--- src/hdl/fwrfs_pkg.sv ---
`default_nettype none

package fwrfs_pkg;

    // Block sizes.
    localparam int MAX_FIELDS  = 8;
    localparam int LINE_MAX    = 256;
    localparam int FIELD_IDX_W = $clog2(MAX_FIELDS);
    localparam int COUNT_W     = 4;
    localparam int POS_W       = 9;
    localparam int ROW_W       = 16;
    localparam int STARTS_W    = 64;
    localparam int CFG_IDX_W   = 1;
    localparam int CFG_DATA_W  = 64;

    // Characters that steer the parser.
    localparam logic [7:0] CHAR_CR    = 8'h0D;
    localparam logic [7:0] CHAR_LF    = 8'h0A;
    localparam logic [7:0] CHAR_SPACE = 8'h20;

    // Configuration register indexes.
    localparam logic [CFG_IDX_W-1:0] CFG_FIELD_COUNT  = 1'b0;
    localparam logic [CFG_IDX_W-1:0] CFG_FIELD_STARTS = 1'b1;

    typedef enum logic [2:0] {
        S_IDLE,
        S_HIT_RD,
        S_HIT_WR,
        S_CHK_RD,
        S_CHK_EVAL,
        S_EMIT_RD,
        S_EMIT_LD
    } t_state;

    typedef struct packed {
        logic [7:0] data_byte;
        logic       end_of_file;
    } t_in_beat;

    typedef struct packed {
        logic [FIELD_IDX_W-1:0] field_index;
        logic [7:0]             field_offset;
        logic [8:0]             field_length;
        logic [ROW_W-1:0]       line_number;
        logic                   last_field;
    } t_out_beat;

    // Per-field state held in the field memory.
    typedef struct packed {
        logic             bad;
        logic [POS_W-1:0] trimmed_end;
    } t_entry;

    // Start offset of one field from the packed start register.
    function automatic logic [7:0] start_of(input logic [STARTS_W-1:0] starts,
                                            input logic [FIELD_IDX_W-1:0] idx);
        return starts[{idx, 3'b000} +: 8];
    endfunction

    // Field count clamped to 1..MAX_FIELDS.
    function automatic logic [COUNT_W-1:0] active_fields(input logic [COUNT_W-1:0] fc);
        logic [COUNT_W-1:0] n;
        n = fc;
        if (n == '0) n = COUNT_W'(1);
        if (n > COUNT_W'(MAX_FIELDS)) n = COUNT_W'(MAX_FIELDS);
        return n;
    endfunction

endpackage

`default_nettype wire

--- src/hdl/fwrfs_in_if.sv ---
`default_nettype none

interface fwrfs_in_if;
    import fwrfs_pkg::*;

    logic     valid;
    logic     ready;
    t_in_beat beat;

    modport source (output valid, output beat, input ready);
    modport sink   (input valid, input beat, output ready);
endinterface

`default_nettype wire

--- src/hdl/fwrfs_out_if.sv ---
`default_nettype none

interface fwrfs_out_if;
    import fwrfs_pkg::*;

    logic      valid;
    logic      ready;
    t_out_beat beat;

    modport source (output valid, output beat, input ready);
    modport sink   (input valid, input beat, output ready);
endinterface

`default_nettype wire

--- src/hdl/fixed_width_record_field_splitter.sv ---
`default_nettype none

// Fixed-position record field splitter.
// Input channel i_in carries one beat per stream byte, or an end-of-file beat
// that carries no byte. CR and LF close the current line; runs of them are
// skipped. Output channel o_out carries one beat per field of an accepted
// line: field index, start offset, trimmed length, line number and a flag on
// the last field. Rejected lines produce no beats but still count as lines.
// Configuration is written through i_cfg_we / i_cfg_index / i_cfg_data.
// Sequencing: per-field state lives in an 8-entry memory that is read,
// modified and written back. A data byte is taken in S_IDLE, then each field
// it lands in is read (S_HIT_RD) and written back (S_HIT_WR). A line end that
// is empty or rejected early is handled in S_IDLE; otherwise a check pass
// reads and tests each field (S_CHK_RD, S_CHK_EVAL), stopping at a bad one,
// and a report pass reads and emits each field (S_EMIT_RD, S_EMIT_LD).
// The last beat of a line sits in the output register, so the next input
// beat is taken while it waits. When the receiver stalls, the report pass
// holds and no input beat is accepted until the line is fully reported.
// Reset (synchronous, active low) clears the line state, the line counter
// and the output valid flag, and sets one field starting at offset 0.

module fixed_width_record_field_splitter (
    input  wire logic                               i_clk,
    input  wire logic                               i_rst_n,
    input  wire logic                               i_cfg_we,
    input  wire logic [fwrfs_pkg::CFG_IDX_W-1:0]    i_cfg_index,
    input  wire logic [fwrfs_pkg::CFG_DATA_W-1:0]   i_cfg_data,
    fwrfs_in_if.sink                                i_in,
    fwrfs_out_if.source                             o_out
);
    import fwrfs_pkg::*;

    localparam int ENTRY_W = $bits(t_entry);

    // Configuration registers.
    logic [COUNT_W-1:0]     r_field_count;
    logic [STARTS_W-1:0]    r_field_starts;

    // Control and line state.
    t_state                 r_state, n_state;
    logic [POS_W-1:0]       r_line_off;
    logic                   r_too_long;
    logic [MAX_FIELDS-1:0]  r_valid;
    logic [ROW_W-1:0]       r_row;
    logic [ROW_W-1:0]       r_line_num;
    logic [MAX_FIELDS-1:0]  r_mask;
    logic [7:0]             r_byte;
    logic [POS_W-1:0]       r_pos;
    logic [FIELD_IDX_W-1:0] r_addr;
    logic [FIELD_IDX_W-1:0] r_idx;
    logic                   r_out_valid;
    t_out_beat              r_out;

    // Combinational signals.
    logic [COUNT_W-1:0]     n_fields;
    logic [FIELD_IDX_W-1:0] last_idx;
    logic [7:0]             last_start;
    logic                   in_fire;
    logic                   is_eol;
    logic                   line_nonempty;
    logic                   line_ok_pre;
    logic [ROW_W-1:0]       row_inc;
    logic [MAX_FIELDS-1:0]  hit_mask;
    logic [MAX_FIELDS-1:0]  mask_rest;
    logic [FIELD_IDX_W-1:0] sel_idx;
    t_entry                 rd_entry;
    t_entry                 mod_entry;
    logic                   entry_fail;
    logic                   out_free;
    logic [7:0]             emit_start;

    // Memory port controls.
    logic                   ram_re;
    logic [FIELD_IDX_W-1:0] ram_raddr;
    logic                   ram_we;
    logic [ENTRY_W-1:0]     ram_rdata;
    logic                   out_load;
    logic                   line_clear;

    fwrfs_ram #(
        .WIDTH (ENTRY_W),
        .DEPTH (MAX_FIELDS)
    ) u_field_ram (
        .i_clk   (i_clk),
        .i_we    (ram_we),
        .i_waddr (r_addr),
        .i_wdata (mod_entry),
        .i_re    (ram_re),
        .i_raddr (ram_raddr),
        .o_rdata (ram_rdata)
    );

    // Field geometry from the live configuration.
    assign n_fields   = active_fields(r_field_count);
    assign last_idx   = FIELD_IDX_W'(n_fields - COUNT_W'(1));
    assign last_start = start_of(r_field_starts, last_idx);

    // Input decode.
    assign i_in.ready    = (r_state == S_IDLE);
    assign in_fire       = i_in.valid & i_in.ready;
    assign is_eol        = i_in.beat.end_of_file || (i_in.beat.data_byte == CHAR_CR) ||
                           (i_in.beat.data_byte == CHAR_LF);
    assign line_nonempty = (r_line_off != '0) || r_too_long;
    assign line_ok_pre   = !r_too_long && (r_line_off > {1'b0, last_start});
    assign row_inc       = (r_row != '1) ? (r_row + ROW_W'(1)) : r_row;

    // Fields that the byte at the current offset belongs to.
    always_comb begin
        for (int i = 0; i < MAX_FIELDS; i++) begin
            hit_mask[i] = (COUNT_W'(i) < n_fields) &&
                          (r_line_off >= {1'b0, start_of(r_field_starts, FIELD_IDX_W'(i))}) &&
                          ((COUNT_W'(i) + COUNT_W'(1) >= n_fields) ||
                           (r_line_off <
                            {1'b0, start_of(r_field_starts, FIELD_IDX_W'(i + 1))}));
        end
    end

    // Lowest pending field of the byte being applied.
    always_comb begin
        sel_idx = '0;
        for (int i = MAX_FIELDS - 1; i >= 0; i--) begin
            if (r_mask[i]) sel_idx = FIELD_IDX_W'(i);
        end
    end

    assign mask_rest = r_mask & ~(MAX_FIELDS'(1) << r_addr);

    // An entry never written since the line began reads as cleared.
    assign rd_entry   = r_valid[r_addr] ? t_entry'(ram_rdata) : '0;
    assign entry_fail = rd_entry.bad || (rd_entry.trimmed_end == '0);

    // Read-modify-write of one field for the held byte.
    always_comb begin
        mod_entry = rd_entry;
        if (r_byte != CHAR_SPACE) begin
            mod_entry.trimmed_end = r_pos + POS_W'(1);
        end else if (r_pos == {1'b0, start_of(r_field_starts, r_addr)}) begin
            mod_entry.bad = 1'b1;
        end
    end

    assign out_free   = !r_out_valid || o_out.ready;
    assign emit_start = start_of(r_field_starts, r_idx);

    // Next state.
    always_comb begin
        n_state = r_state;
        unique case (r_state)
            S_IDLE: begin
                if (in_fire) begin
                    if (is_eol) begin
                        if (line_nonempty && line_ok_pre) n_state = S_CHK_RD;
                    end else if (!r_too_long && (r_line_off < POS_W'(LINE_MAX)) &&
                                 (hit_mask != '0)) begin
                        n_state = S_HIT_RD;
                    end
                end
            end
            S_HIT_RD:   n_state = S_HIT_WR;
            S_HIT_WR:   n_state = (mask_rest != '0) ? S_HIT_RD : S_IDLE;
            S_CHK_RD:   n_state = S_CHK_EVAL;
            S_CHK_EVAL: begin
                if (entry_fail)             n_state = S_IDLE;
                else if (r_idx == last_idx) n_state = S_EMIT_RD;
                else                        n_state = S_CHK_RD;
            end
            S_EMIT_RD:  n_state = S_EMIT_LD;
            S_EMIT_LD: begin
                if (out_free) n_state = (r_idx == last_idx) ? S_IDLE : S_EMIT_RD;
            end
            default:    n_state = S_IDLE;
        endcase
    end

    // State machine outputs.
    always_comb begin
        ram_re     = 1'b0;
        ram_raddr  = r_idx;
        ram_we     = 1'b0;
        out_load   = 1'b0;
        line_clear = 1'b0;
        unique case (r_state)
            S_IDLE: begin
                line_clear = in_fire && is_eol && !(line_nonempty && line_ok_pre);
            end
            S_HIT_RD: begin
                ram_re    = 1'b1;
                ram_raddr = sel_idx;
            end
            S_HIT_WR: begin
                ram_we = 1'b1;
            end
            S_CHK_RD: begin
                ram_re = 1'b1;
            end
            S_CHK_EVAL: begin
                line_clear = entry_fail;
            end
            S_EMIT_RD: begin
                ram_re = 1'b1;
            end
            S_EMIT_LD: begin
                out_load   = out_free;
                line_clear = out_free && (r_idx == last_idx);
            end
            default: begin
                ram_re = 1'b0;
            end
        endcase
    end

    // Output register payload.
    always_ff @(posedge i_clk) begin
        if (out_load) begin
            r_out.field_index  <= r_idx;
            r_out.field_offset <= emit_start;
            r_out.field_length <= rd_entry.trimmed_end - {1'b0, emit_start};
            r_out.line_number  <= r_line_num;
            r_out.last_field   <= (r_idx == last_idx);
        end
    end

    // Datapath registers without reset.
    always_ff @(posedge i_clk) begin
        if (ram_re) begin
            r_addr <= ram_raddr;
        end
        if (in_fire && !is_eol) begin
            r_byte <= i_in.beat.data_byte;
            r_pos  <= r_line_off;
        end
        if (ram_we) begin
            r_mask <= mask_rest;
        end else if (in_fire && !is_eol) begin
            r_mask <= hit_mask;
        end
        if (in_fire && is_eol && line_nonempty) begin
            r_line_num <= row_inc;
        end
        if (in_fire) begin
            r_idx <= '0;
        end else if ((r_state == S_CHK_EVAL) && !entry_fail) begin
            r_idx <= (r_idx == last_idx) ? '0 : (r_idx + FIELD_IDX_W'(1));
        end else if (out_load) begin
            r_idx <= r_idx + FIELD_IDX_W'(1);
        end
    end

    // Control state.
    always_ff @(posedge i_clk) begin
        if (!i_rst_n) begin
            r_state        <= S_IDLE;
            r_field_count  <= COUNT_W'(1);
            r_field_starts <= '0;
            r_line_off     <= '0;
            r_too_long     <= 1'b0;
            r_valid        <= '0;
            r_row          <= '0;
            r_out_valid    <= 1'b0;
        end else begin
            r_state <= n_state;

            // Configuration writes.
            if (i_cfg_we) begin
                unique case (i_cfg_index)
                    CFG_FIELD_COUNT:  r_field_count  <= i_cfg_data[COUNT_W-1:0];
                    CFG_FIELD_STARTS: r_field_starts <= i_cfg_data[STARTS_W-1:0];
                    default:          r_field_count  <= r_field_count;
                endcase
            end

            // Line counting at a line end; end of file restarts numbering.
            if (in_fire && is_eol) begin
                if (i_in.beat.end_of_file) r_row <= '0;
                else if (line_nonempty)    r_row <= row_inc;
            end

            // Byte position and overlong detection.
            if (in_fire && !is_eol && !r_too_long) begin
                if (r_line_off >= POS_W'(LINE_MAX)) r_too_long <= 1'b1;
                else                                r_line_off <= r_line_off + POS_W'(1);
            end

            if (ram_we) begin
                r_valid[r_addr] <= 1'b1;
            end

            // Output register handshake.
            if (out_load)         r_out_valid <= 1'b1;
            else if (o_out.ready) r_out_valid <= 1'b0;

            // Start a fresh line.
            if (line_clear) begin
                r_line_off <= '0;
                r_too_long <= 1'b0;
                r_valid    <= '0;
            end
        end
    end

    assign o_out.valid = r_out_valid;
    assign o_out.beat  = r_out;

endmodule

`default_nettype wire

--- src/hdl/fwrfs_ram.sv ---
`default_nettype none

module fwrfs_ram #(
    parameter int WIDTH = 8,
    parameter int DEPTH = 8
) (
    input  wire logic                     i_clk,
    input  wire logic                     i_we,
    input  wire logic [$clog2(DEPTH)-1:0] i_waddr,
    input  wire logic [WIDTH-1:0]         i_wdata,
    input  wire logic                     i_re,
    input  wire logic [$clog2(DEPTH)-1:0] i_raddr,
    output logic      [WIDTH-1:0]         o_rdata
);

    logic [WIDTH-1:0] mem [DEPTH];

    // One write port, one registered read port; read data holds without a read.
    always_ff @(posedge i_clk) begin
        if (i_we) begin
            mem[i_waddr] <= i_wdata;
        end
        if (i_re) begin
            o_rdata <= mem[i_raddr];
        end
    end

endmodule

`default_nettype wire

--- src/flat_wrapper.sv ---
// flat-port wrapper written by rule: the top's interface ports become plain ports
module fixed_width_record_field_splitter_flat import fwrfs_pkg::*;
  (i_clk, i_rst_n, i_cfg_we, i_cfg_index, i_cfg_data, i_in_valid, i_in_beat, i_in_ready, o_out_valid, o_out_beat, o_out_ready);
  fwrfs_in_if i_in_i ();
  fwrfs_out_if o_out_i ();
  input  wire logic i_clk;
  input  wire logic i_rst_n;
  input  wire logic i_cfg_we;
  input  wire logic [fwrfs_pkg::CFG_IDX_W-1:0] i_cfg_index;
  input  wire logic [fwrfs_pkg::CFG_DATA_W-1:0] i_cfg_data;
  input wire logic [$bits(i_in_i.valid)-1:0] i_in_valid;
  input wire logic [$bits(i_in_i.beat)-1:0] i_in_beat;
  output wire logic [$bits(i_in_i.ready)-1:0] i_in_ready;
  output wire logic [$bits(o_out_i.valid)-1:0] o_out_valid;
  output wire logic [$bits(o_out_i.beat)-1:0] o_out_beat;
  input wire logic [$bits(o_out_i.ready)-1:0] o_out_ready;
  assign i_in_i.valid = i_in_valid;
  assign i_in_i.beat = i_in_beat;
  assign i_in_ready = i_in_i.ready;
  assign o_out_valid = o_out_i.valid;
  assign o_out_beat = o_out_i.beat;
  assign o_out_i.ready = o_out_ready;
  fixed_width_record_field_splitter u_core (.i_clk(i_clk), .i_rst_n(i_rst_n), .i_cfg_we(i_cfg_we), .i_cfg_index(i_cfg_index), .i_cfg_data(i_cfg_data), .i_in(i_in_i), .o_out(o_out_i));
endmodule
--- config.mk ---
export PLATFORM = sky130hd
export DESIGN_NAME = fixed_width_record_field_splitter_flat
export DESIGN_NICKNAME = d
export VERILOG_FILES = /design/src/hdl/fwrfs_pkg.sv /design/src/hdl/fwrfs_in_if.sv /design/src/hdl/fwrfs_out_if.sv /design/src/hdl/fixed_width_record_field_splitter.sv /design/src/hdl/fwrfs_ram.sv /design/src/flat_wrapper.sv
export SDC_FILE = /design/constraint.sdc
export NUM_CORES = 1
export LEC_CHECK = 0
export ABC_AREA = 1
export BUFFER_PORTS_ARGS = -buffer_cell sky130_fd_sc_hd__buf_2
export CAP_MARGIN = 40
export CELL_PAD_IN_SITES_DETAIL_PLACEMENT = 1
export CELL_PAD_IN_SITES_GLOBAL_PLACEMENT = 1
export CORE_MARGIN = 10
export CORE_UTILIZATION = 46
export DETAILED_ROUTE_END_ITERATION = 10
export PLACE_DENSITY = 0.84
export SLEW_MARGIN = 5
export SYNTH_ARGS = -nofsm -noshare
export SYNTH_HDL_FRONTEND = slang
export SYNTH_SLANG_ARGS = --single-unit
--- constraint.sdc ---
create_clock -name i_clk -period 3.7 [get_ports i_clk]
set_clock_uncertainty 0.05 [all_clocks]
set_input_delay 0.37 -clock i_clk [delete_from_list [all_inputs] [get_ports i_clk]]
set_output_delay 0.37 -clock i_clk [all_outputs]
set_load 0.02 [all_outputs]
# [Word-level counts from Yosys, hierarchy flattened]
# Memories as Yosys holds them, arrays and structs flattened. A register that Yosys moved wholly into a read port is not among the register bits.
# Cells that the tools add are included.
[classes] div_mod_pow=0 mul=0 bitwise=7 n_eq_ne=16 n_shift=4 order_cmp=38 mux=45 reduce_logical=64 n_addsub=6
[ops] op="$shiftx 64x7->8" n=3
[ops] op="$ge 9x8->1" n=8
[ops] op="$lt 9x8->1" n=8
[ops] op="$mux 3" n=20
[ops] op="$mux 16" n=3
[ops] op="$logic_and 1x1->1" n=28
[ops] op="$pmux 3 s7" n=1
[ops] op="$add 9x1->9 const B" n=2
[ops] op="$add 16x1->16 const B" n=1
[ops] op="$eq 8x4->1 const B" n=2
[ops] op="$ge 3x4->1 const A" n=4
[ops] op="$lt 3x4->1 const A" n=4
[ops] op="$mux 8" n=2
[ops] op="$ne 16x16->1 const B" n=1
[ops] op="$reduce_bool 8->1" n=2
[ops] op="$logic_or 1x1->1" n=13
[ops] op="$mux 1" n=12
[ops] op="$mux 10" n=1
[ops] op="$reduce_and 2->1" n=5
[ops] op="$eq 3x3->1 const B" n=3
[ops] op="$eq 9x8->1" n=1
[ops] op="$ge 9x9->1 const B" n=1
[ops] op="$gt 9x8->1" n=1
[ops] op="$logic_not 9->1" n=1
[ops] op="other kinds (38)" n=53
[totals] out_inout_bits=39 elab_cells=200 in_bits=79 ramBits=80 latchBits=0 n_memories=1 reg_bits=190 rom_bits=0
[mem_list] memory="u_core.u_field_ram.mem" words=8 word_bits=10 rd=1 rd_ports_with_merged_regs=1 wr=1 line_no="fwrfs_ram.sv:16" source="logic [WIDTH-1:0] mem [DEPTH];"

# [Depth between registers and ports, before layout]
# Gate-level depths: netlist of run 1.
[logic_depth] depth_word=13 depth_mapped=21 ltp_nobuf=19

# [Modules after synthesis]
# A second synthesis of run 1 with hierarchy kept.
[hier_totals] hier_cells=1919 hier_area_um2=15569.9
[by_module_without_submodules] mod="fixed_width_record_field_splitter" area_per_inst_um2=11656.2 cells_per_inst=1545 seq_area_each_um2=4614.4 instances=1
[by_module_without_submodules] mod="fwrfs_ram" area_per_inst_um2=3913.8 cells_per_inst=374 seq_area_each_um2=2702.6 instances=1

# [Worst setup path after synthesis of run 1]
# No wires, ideal clock.
[synth_path] kind="reg2reg" from="register u_core.r_field_count[3]" to="register u_core.r_line_off[4]" setup_slack_ps=369 synth_period_minus_slack_ps=3331 t_required_ps=3534 path_stages_with_launch=20 n_path_buf=3 arrival_ps=3165 setup_ps=116 cell_sequence="dfxtp_1 -> nor2_2 -> nand2_2 -> nand2_2 -> inv_1 -> ha_1 -> clkbuf_1 -> clkbuf_1 -> o211ai_1 -> a31oi_1 -> ha_1 -> a21oi_1 -> o21ai_0 -> nand2_1 -> o2111ai_1 -> nand4_1 -> nand2_1 -> nand3_4 -> buf_6 -> nor2_2"
[synth_between] elab_chain_cells=13 word_cells_on_any_way=15 classes_between="add/sub: 1; order compare: 2; eq/ne: 1; shift: 1; mux: 3; reduce/logical: 7"
[synth_lines] item="start, declared" line_no="fixed_width_record_field_splitter.sv:36" source="logic [COUNT_W-1:0] r_field_count;"
[synth_lines] item="start signal, assigned" line_no="fixed_width_record_field_splitter.sv:266" source="CFG_FIELD_COUNT: r_field_count <= i_cfg_data[COUNT_W-1:0];"
[synth_lines] item="start signal, assigned" line_no="fixed_width_record_field_splitter.sv:268" source="default: r_field_count <= r_field_count;"
[synth_lines] item="$logic_not 4->1" line_no="fwrfs_pkg.sv:64" source="if (n == '0) n = COUNT_W'(1);"
[synth_lines] item="$mux 4 (*)" line_no="fwrfs_pkg.sv:64"
[synth_lines] item="$gt 4x4->1" line_no="fwrfs_pkg.sv:65" source="if (n > COUNT_W'(MAX_FIELDS)) n = COUNT_W'(MAX_FIELDS);"
[synth_lines] item="$mux 4 (*)" line_no="fwrfs_pkg.sv:65"
[synth_lines] item="$sub 3x1->3 (*)" line_no="fixed_width_record_field_splitter.sv:95" source="assign last_idx = FIELD_IDX_W'(n_fields - COUNT_W'(1));"
[synth_lines] item="$shiftx 64x7->8" line_no="fwrfs_pkg.sv:57" source="return starts[{idx, 3'b000} +: 8];"
[synth_lines] item="$gt 9x8->1" line_no="fixed_width_record_field_splitter.sv:104" source="assign line_ok_pre = !r_too_long && (r_line_off > {1'b0, last_start});"
[synth_lines] item="$logic_and 1x1->1" line_no="fixed_width_record_field_splitter.sv:104"
[synth_lines] item="$logic_and 1x1->1" line_no="fixed_width_record_field_splitter.sv:184" source="line_clear = in_fire && is_eol && !(line_nonempty && line_ok_pre);"
[synth_lines] item="$logic_not 1->1" line_no="fixed_width_record_field_splitter.sv:184"
[synth_lines] item="$logic_and 1x1->1" line_no="fixed_width_record_field_splitter.sv:184"
[synth_lines] item="$pmux 1 s3 (*)" line_no="fixed_width_record_field_splitter.sv:182" source="unique case (r_state)"
[synth_lines] item="$reduce_or 2->1 (no source line) (*)"
[synth_lines] item="end signal, assigned" line_no="fixed_width_record_field_splitter.sv:281" source="else r_line_off <= r_line_off + POS_W'(1);"
[synth_lines] item="end, declared" line_no="fixed_width_record_field_splitter.sv:41" source="logic [POS_W-1:0] r_line_off;"
# Every way passes the cells marked *; elsewhere a longest branch is shown, timed or not.
# A chain may end at the register's enable or synchronous reset.

# [Worst setup path after layout of run 1]
[layout_path] from="register u_core.r_field_count[3]" to="register u_core.r_valid[0]"
[layout_between] elab_chain_cells=13 word_cells_on_any_way=15 classes_between="add/sub: 1; order compare: 2; eq/ne: 1; shift: 1; mux: 3; reduce/logical: 7"
[layout_lines] item="$logic_not 4->1" line_no="fwrfs_pkg.sv:64"
[layout_lines] item="$mux 4 (*)" line_no="fwrfs_pkg.sv:64"
[layout_lines] item="$gt 4x4->1" line_no="fwrfs_pkg.sv:65"
[layout_lines] item="$mux 4 (*)" line_no="fwrfs_pkg.sv:65"
[layout_lines] item="$sub 3x1->3 (*)" line_no="fixed_width_record_field_splitter.sv:95"
[layout_lines] item="$shiftx 64x7->8" line_no="fwrfs_pkg.sv:57"
[layout_lines] item="$gt 9x8->1" line_no="fixed_width_record_field_splitter.sv:104"
[layout_lines] item="$logic_and 1x1->1" line_no="fixed_width_record_field_splitter.sv:104"
[layout_lines] item="$logic_and 1x1->1" line_no="fixed_width_record_field_splitter.sv:184"
[layout_lines] item="$logic_not 1->1" line_no="fixed_width_record_field_splitter.sv:184"
[layout_lines] item="$logic_and 1x1->1" line_no="fixed_width_record_field_splitter.sv:184"
[layout_lines] item="$pmux 1 s3 (*)" line_no="fixed_width_record_field_splitter.sv:182"
[layout_lines] item="$reduce_or 2->1 (no source line) (*)"
[layout_lines] item="end signal, assigned" line_no="fixed_width_record_field_splitter.sv:257" source="r_valid <= '0;"
[layout_lines] item="end signal, assigned by index" line_no="fixed_width_record_field_splitter.sv:285" source="r_valid[r_addr] <= 1'b1;"
[layout_lines] item="end signal, assigned" line_no="fixed_width_record_field_splitter.sv:296" source="r_valid <= '0;"
[layout_lines] item="end, declared" line_no="fixed_width_record_field_splitter.sv:43" source="logic [MAX_FIELDS-1:0] r_valid;"
# Marked as above.

==> run_results.csv, run 1 <==
group,metric,value,unit
run_status,outcome,"finished, final reports clean",
timing,final.min_clock_period,3490,ps
setup_path,worst-endpoint-required,4150,ps
cts,cts-buffers-inserted,31,
cts,clk_pin_slew_worst_paths,60,ps
layout,design.final.nets,2110,
synth,post-synth-top-area-fraction,0.338,
setup_path,critical_path.startpoint_type,"flop",
layout,final_layout_size_suffix_gt1_frac,0.156,
layout,signed_area_change_from_the_synthesized_netlist_to_the_final_layout,16.9,%
setup_path,worstReg2RegEnd,"u_core.r_valid[0]",
synth,syn_area,0.0152,mm2
synth,synth.distinct_cells,58,
floorplan,io_pins,118,
synth,compound_gate_fraction_of_synth_area,0.173,
timing,slew_violations,0,
cts,cts.path.max_buffers,3,
setup_path,register_to_register_setup_slack,210,ps
layout,fillerInstances,3877,
floorplan,die_height,202,um
global_route,globalRoute.totalOverflow,0,
floorplan,placement_rows,66,
setup_path,worst-setup-path-type,"reg2reg",
synth,xor_and_xnor_area_share_after_synthesis,0.0195,
synth,share_of_the_yosys_chip_area_belonging_to_registers,0.481,
layout,finish.utilization,0.545,
synth,synth.net_count,1958,
global_route,grtUsageTotal,0.271,
timing,slew_headroom,0.366,
synth,synth_top_flop_cell,"sky130_fd_sc_hd__edfxtp_1",
route,wl_per_cell,23.9,um
synth,synth_edf_count,171,
global_route,number_of_global_route_vias_before_repair,14700,
route,postRouteWirelength,57500,um
global_route,first_pass_grt_wire_length,85800,um
setup_path,reg2regPathDepth,19,
synth,synth.area.mux_share,0,
synth,syn-mean-instance-area,8.50,um2
setup_path,crit-reg2reg-launch,"u_core.r_field_count[3]",
timing,whs,32.3,ps
worst_hold_path,holdCritStartpoint,"i_cfg_data[16]",
layout,final_cell_mix,"sky130_fd_sc_hd__nand2_1, sky130_fd_sc_hd__inv_1, sky130_fd_sc_hd__a21oi_1, sky130_fd_sc_hd__o21ai_0, sky130_fd_sc_hd__edfxtp_1",
floorplan,starting_utilization_of_the_core_area,0.466,
place,dp.cells,2333,
global_route,pin_count_of_the_biggest_net_entering_global_routing,65,
setup_path,worst-endpoint-arrival,3940,ps
layout,layout.cells.most_common,"sky130_fd_sc_hd__nand2_1",
synth,synth-warning-count,0,
worst_hold_path,hold_path.class,"in2reg",
power,static-leakage-power,0.00742,uW
route,drt-initial-drc-count,964,
setup_path,critical_path_launch_point,"u_core.r_field_count[3]",
cts,cts_sinks,280,
synth,postSynthRegisterBits,280,
power,peakVddDrop,0.298,mV
floorplan,core_ar,0.0326,mm2
synth,post_synth_and_or_nand_nor_area_fraction,0.178,
timing,achievable-frequency,0.286,GHz
floorplan,floorplan.die.width,202,um
layout,layout.cells.non_filler,2407,
synth,syn_inst_count,1789,
route,routed_via_density,5.80,
route,vias,14000,
route,drt.antenna.violating_nets,0,
place,buffer_ports.inserted,117,
route,dr.pass1.iters,6,
place,gp_congestion,1.00,
place,detailed_place_hpwl,42100,um
global_route,number_of_antenna_violations_at_the_first_check_in_global_routing,0,
timing,final-setup-viol-count,0,
route,route.detailed.drc,0,
setup_path,crit_end,"u_core.r_valid[0]",
synth,largest_family_of_logic_cells_by_synthesized_area,"simple AND/OR/NAND/NOR gates",
synth,synth_adder_area_share,0.0745,
job,maxCapViolations,0,
setup_path,setup.worst_path.end_class,"flop",
floorplan,floorplan.die_area,0.0407,mm2
cts,cts_max_level,1,
timing,finalCritPeriodShare,0.944,
synth,yosys-top-cells-area,"sky130_fd_sc_hd__edfxtp_1, sky130_fd_sc_hd__dfxtp_1, sky130_fd_sc_hd__nand2_1",
cts,clk-insertion-delay-late,570,ps
synth,synth_async_sr_flop_share,0,
power,total_power,8310,uW
cts,clockRootBuffer,"sky130_fd_sc_hd__clkbuf_16",
timing,setup_total_negative_slack,0,ps
setup_path,critical_path_peak_fanout,14,
layout,insertedDiodeCount,0,
cts,tritoncts_clock_tree,"done",
power,pwr_dens,468,mW/mm2
timing,tightestPinTransition,940,ps
synth,synthDominantAreaCellType,"sky130_fd_sc_hd__edfxtp_1",
timing,hold_violations,0,
==> registers in the layout, indices dropped and copies added, names as in the netlist <==
signal / count
u_core.o_out.valid: 1
u_core.r_line_off: 9
u_core.r_idx: 3
u_core.r_pos: 9
u_core.r_valid: 8
u_core.r_row: 16
u_core.r_mask: 8
u_core.r_line_num: 16
u_core.r_state: 3
u_core.r_addr: 3
u_core.u_field_ram.mem: 80
u_core.u_field_ram.o_rdata: 10
u_core.o_out.beat: 37
u_core.r_byte: 8
u_core.r_too_long: 1
u_core.r_field_starts: 64
u_core.r_field_count: 4
==> how the worst min path moves through the flow <==
stage | end | slack (ps) | depth (start not counted)
after global routing | u_core.r_field_starts[54] | 40 | 3
after detailed placement | u_core.o_out.beat[1] | 360 | 0
after CTS | u_core.r_field_starts[30] | 20 | 3
final | u_core.r_field_starts[16] | 30 | 3
after floorplan | u_core.o_out.beat[10] | 350 | 0
after global placement | u_core.o_out.beat[4] | 350 | 0
==> kinds of logic after synthesis <==
group           Yosys count
buf+inv                 277
simple gates            622
fa+ha+maj                90
compound gates          487
xor+xnor                 33
flops                   280
==> area by class of cell <==
cell class	instances	area [um2]	share of cell area
Timing Repair Buffer	194	1220	0.0687
Inverter	202	766	0.0431
Clock buffer	38	873	0.0491
Sequential cell	280	7320	0.412
Tap cell	442	553	0.0311
Clock inverter	19	208	0.0117
Multi-Input combinational cell	1232	6830	0.384
==> where the power goes <==
group	switching (uW)	internal [uW]
combinational	1010	459
sequential	112	3470
clock	1370	1900
==> synthesized netlist by cell type, types with 3 or more instances <==
cell type,n
sky130_fd_sc_hd__a21oi_1,190
sky130_fd_sc_hd__a221oi_1,5
sky130_fd_sc_hd__a22oi_1,7
sky130_fd_sc_hd__a31oi_1,8
sky130_fd_sc_hd__buf_1,7
sky130_fd_sc_hd__buf_2,20
sky130_fd_sc_hd__buf_4,3
sky130_fd_sc_hd__buf_6,4
sky130_fd_sc_hd__clkbuf_1,39
sky130_fd_sc_hd__dfxtp_1,109
sky130_fd_sc_hd__edfxtp_1,171
sky130_fd_sc_hd__ha_1,89
sky130_fd_sc_hd__inv_1,193
sky130_fd_sc_hd__inv_2,5
sky130_fd_sc_hd__nand2_1,334
sky130_fd_sc_hd__nand2_2,10
sky130_fd_sc_hd__nand3_1,53
sky130_fd_sc_hd__nand3_2,3
sky130_fd_sc_hd__nand3b_1,5
sky130_fd_sc_hd__nand4_1,16
sky130_fd_sc_hd__nor2_1,142
sky130_fd_sc_hd__nor2_2,15
sky130_fd_sc_hd__nor2_4,5
sky130_fd_sc_hd__nor3_1,19
sky130_fd_sc_hd__nor4_1,6
sky130_fd_sc_hd__o211ai_1,15
sky130_fd_sc_hd__o21ai_0,173
sky130_fd_sc_hd__o21ai_1,31
sky130_fd_sc_hd__o22ai_1,37
sky130_fd_sc_hd__o31ai_1,7
sky130_fd_sc_hd__or2_2,3
sky130_fd_sc_hd__xnor2_1,5
sky130_fd_sc_hd__xor2_1,27
==> per-layer routing <==
metal,global-route usage,vias to the layer above,part of all wire
met5,0,-,0
met4,0.116,0,0.043
met3,0.0459,157,0.067
met2,0.480,559,0.50
met1,0.316,6818,0.39
li1,-,6433,-
==> what timing repair did <==
| action | 4_1_cts | 5_1_grt |
|---|---|---|
| hold buffers | 9 | 0 |
| gates resized for setup | 0 | 10 |
| setup endpoints to repair | 0 | 22 |
| setup buffers | 0 | 7 |
| endpoints found under the hold margin | 9 | 0 |
==> worst max-delay path: stages (launching register included) <==
cell                        delay (ps)
sky130_fd_sc_hd__dfxtp_1           380
sky130_fd_sc_hd__nor2_2            170
sky130_fd_sc_hd__nand2_2            90
sky130_fd_sc_hd__nand2_2            80
sky130_fd_sc_hd__inv_1              80
sky130_fd_sc_hd__ha_4              170
sky130_fd_sc_hd__ha_1              310
sky130_fd_sc_hd__inv_2             100
sky130_fd_sc_hd__a221oi_1          360
sky130_fd_sc_hd__a31oi_1           120
sky130_fd_sc_hd__ha_1              340
sky130_fd_sc_hd__nand2_1            70
sky130_fd_sc_hd__nor2_1            130
sky130_fd_sc_hd__nand3b_1           90
sky130_fd_sc_hd__o2111ai_1          90
sky130_fd_sc_hd__nand4_1           150
sky130_fd_sc_hd__nand2_1           140
sky130_fd_sc_hd__nand3_4           190
sky130_fd_sc_hd__buf_4             220
sky130_fd_sc_hd__nor2_2             80
==> through the flow <==
stage / setup slack [ps] / cell area [um2]
4_1_cts: 59.7 / 17700
2_1_floorplan: 369 / 15200
3_5_place_dp: 63.7 / 16500
3_3_place_gp: 254 / 16400
5_1_grt: -24.9 / 17800
6_report: 209 / 17800
Note: power is estimated with default switching activity, not from simulation.
==> run 2, diff against run 1 <==
Settings changed: CELL_PAD_IN_SITES_DETAIL_PLACEMENT 1 to default, CELL_PAD_IN_SITES_GLOBAL_PLACEMENT 1 to default, CORE_UTILIZATION 46 to 55, PLACE_DENSITY 0.84 to 0.78.
==> run_results.csv, run 2 (same netlist as run 1, synthesis figures left out) <==
group,metric,value,unit
global_route,first_pass_grt_wire_length,71500,um
cts,clk-insertion-delay-late,580,ps
global_route,pin_count_of_the_biggest_net_entering_global_routing,77,
power,p_int,5560,uW
timing,setup_total_negative_slack,0,ps
setup_path,worst-endpoint-required,4160,ps
setup_path,setup.worst_path.end_class,"flop",
layout,layout.cells.most_common,"sky130_fd_sc_hd__nand2_1",
power,clkPwrFrac,0.368,
cts,cts_max_level,1,
power,pwr_dens,449,mW/mm2
setup_path,crit-reg2reg-launch,"u_core.r_field_count[3]",
floorplan,floorplan.die_area,0.0347,mm2
floorplan,die_height,186,um
route,postRouteWirelength,47300,um
route,wl_per_cell,20.4,um
timing,final.min_clock_period,3410,ps
layout,largest_register_ff_count,80,
setup_path,worstReg2RegEnd,"u_core.r_line_off[6]",
route,routed_via_density,5.75,
cts,clockRootBuffer,"sky130_fd_sc_hd__clkbuf_16",
timing,final-setup-viol-count,0,
power,total_power,7810,uW
floorplan,core_ar,0.0271,mm2
layout,design.final.nets,2095,
floorplan,placement_rows,60,
global_route,number_of_global_route_vias_before_repair,12800,
setup_path,critical_path_peak_fanout,18,
place,dp.cells,2258,
route,vias,13300,
worst_hold_path,hold_path.class,"in2reg",
route,drt-initial-drc-count,1536,
layout,regArea,0.00732,mm2
power,peakVddDrop,0.371,mV
setup_path,worst-endpoint-arrival,3870,ps
place,detailed_place_hpwl,34900,um
route,route.detailed.drc,0,
timing,achievable-frequency,0.293,GHz
power,power.switching,2240,uW
route,dr.pass1.iters,5,
cts,clk_pin_slew_worst_paths,60,ps
timing,whs,15.9,ps
layout,fillerInstances,2264,
setup_path,worst-setup-path-type,"reg2reg",
place,buffer_ports.inserted,117,
run_status,outcome,"finished, final reports clean",
worst_hold_path,holdPathEnd,"u_core.r_field_starts[35]",
worst_hold_path,holdCritStartpoint,"i_cfg_data[35]",
power,p_seq_frac,0.458,
power,comb_power_share,0.174,
layout,final_layout_size_suffix_gt1_frac,0.144,
place,gp_congestion,1.01,
timing,slew_violations,0,
timing,slew_headroom,0.376,
floorplan,starting_utilization_of_the_core_area,0.561,
timing,hold_violations,0,
layout,regMostFlops,"u_core.u_field_ram.mem",
timing,tightestPinTransition,928,ps
setup_path,reg2regPathDepth,19,
layout,layout.cells.non_filler,2320,
route,drt.antenna.violating_nets,0,
global_route,number_of_antenna_violations_at_the_first_check_in_global_routing,0,
floorplan,io_pins,118,
power,static-leakage-power,0.00730,uW
floorplan,floorplan.die.width,186,um
cts,tritoncts_clock_tree,"done",
layout,final_cell_mix,"sky130_fd_sc_hd__nand2_1, sky130_fd_sc_hd__inv_1, sky130_fd_sc_hd__a21oi_1, sky130_fd_sc_hd__o21ai_0, sky130_fd_sc_hd__edfxtp_1",
cts,cts_sinks,280,
timing,finalCritPeriodShare,0.922,
cts,cts-buffers-inserted,28,
layout,multi_input_comb_area,0.00680,mm2
global_route,globalRoute.totalOverflow,0,
setup_path,register_to_register_setup_slack,290,ps
layout,insertedDiodeCount,0,
job,maxCapViolations,0,
global_route,grtUsageTotal,0.267,
cts,cts.path.max_buffers,3,
worst_hold_path,hold_path_depth,3,
layout,signed_area_change_from_the_synthesized_netlist_to_the_final_layout,14.4,%
setup_path,critical_path.startpoint_type,"flop",
power,swShare,0.287,
timing,unrepaired_setup_endpoints_after_global_routing,"false",
-- run 2: cell count changes in the layout (fill, tap and decap cells not counted), moves of 4 or more --
cell	delta
sky130_fd_sc_hd__a221oi_2	-4
sky130_fd_sc_hd__a221oi_1	+4
sky130_fd_sc_hd__clkinvlp_4	-4
sky130_fd_sc_hd__buf_6	-4
sky130_fd_sc_hd__buf_4	-4
sky130_fd_sc_hd__clkbuf_2	+4
-- run 2: final cells by class --
type / count / area share
repair buffers: 182 / 0.0644
multi-input cells: 1232 / 0.390
flip-flops and latches: 280 / 0.421
clock buffers: 40 / 0.0461
well taps: 372 / 0.0267
clock inverters: 12 / 0.00791
inverters: 202 / 0.0438
-- run 2: layer usage --
metal	track usage	routed length, um
met1	0.339	19200
met3	0.0384	3730
met4	0.107	2000
met2	0.450	22400
met5	0	0
-- run 2: power by group through the flow --
stage	logic, uW	registers [uW]	clock network (uW)
after CTS	1330	3570	2890
final	1360	3570	2870
after detailed placement	1310	3630	0
after floorplan	892	3590	0
after global placement	1280	3630	0
after global routing	1500	3580	3030
-- run 2: repair_timing --
item	in CTS	in global routing
setup buffers	0	1
hold endpoints to repair	9	0
resized for setup	0	2
hold buffers	9	0
endpoints found under the setup margin	0	22
-- run 2: worst max-delay path: stages, from the launching register on --
cell and delay [ps]:
sky130_fd_sc_hd__dfxtp_1 380, sky130_fd_sc_hd__nor2_2 170, sky130_fd_sc_hd__nand2_2 80, sky130_fd_sc_hd__nand2_2 70, sky130_fd_sc_hd__inv_1 60, sky130_fd_sc_hd__ha_2 170, sky130_fd_sc_hd__ha_1 290, sky130_fd_sc_hd__inv_1 130
sky130_fd_sc_hd__a221oi_1 410, sky130_fd_sc_hd__a31oi_1 140, sky130_fd_sc_hd__ha_1 330, sky130_fd_sc_hd__nand2_1 70, sky130_fd_sc_hd__nor2_1 120, sky130_fd_sc_hd__nand3b_1 90, sky130_fd_sc_hd__o2111ai_1 100, sky130_fd_sc_hd__nand4_1 140
sky130_fd_sc_hd__nand2_1 140, sky130_fd_sc_hd__nand3_4 90, sky130_fd_sc_hd__buf_12 180, sky130_fd_sc_hd__a21oi_1 120
-- run 2: how the worst max path moves through the flow --
stage	cells after the start	from	end
after floorplan	19	u_core.r_field_count[3]	u_core.r_line_off[4]
after global placement	17	u_core.r_field_count[3]	u_core.r_line_off[8]
after detailed placement	17	u_core.r_field_count[3]	u_core.r_line_off[6]
after CTS	17	u_core.r_field_count[3]	u_core.r_line_off[8]
after global routing	21	u_core.r_field_count[3]	u_core.r_line_off[8]
final	19	u_core.r_field_count[3]	u_core.r_line_off[6]
-- run 2: through the flow --
step / setup WS (ps) / util / instance area (um2)
floorplan: 369 / - / 15200
global placement: 222 / 0.603 / 16300
detailed placement: 164 / 0.603 / 16300
CTS: 107 / 0.641 / 17400
global route: 64.1 / 0.642 / 17400
finish: 288 / 0.642 / 17400
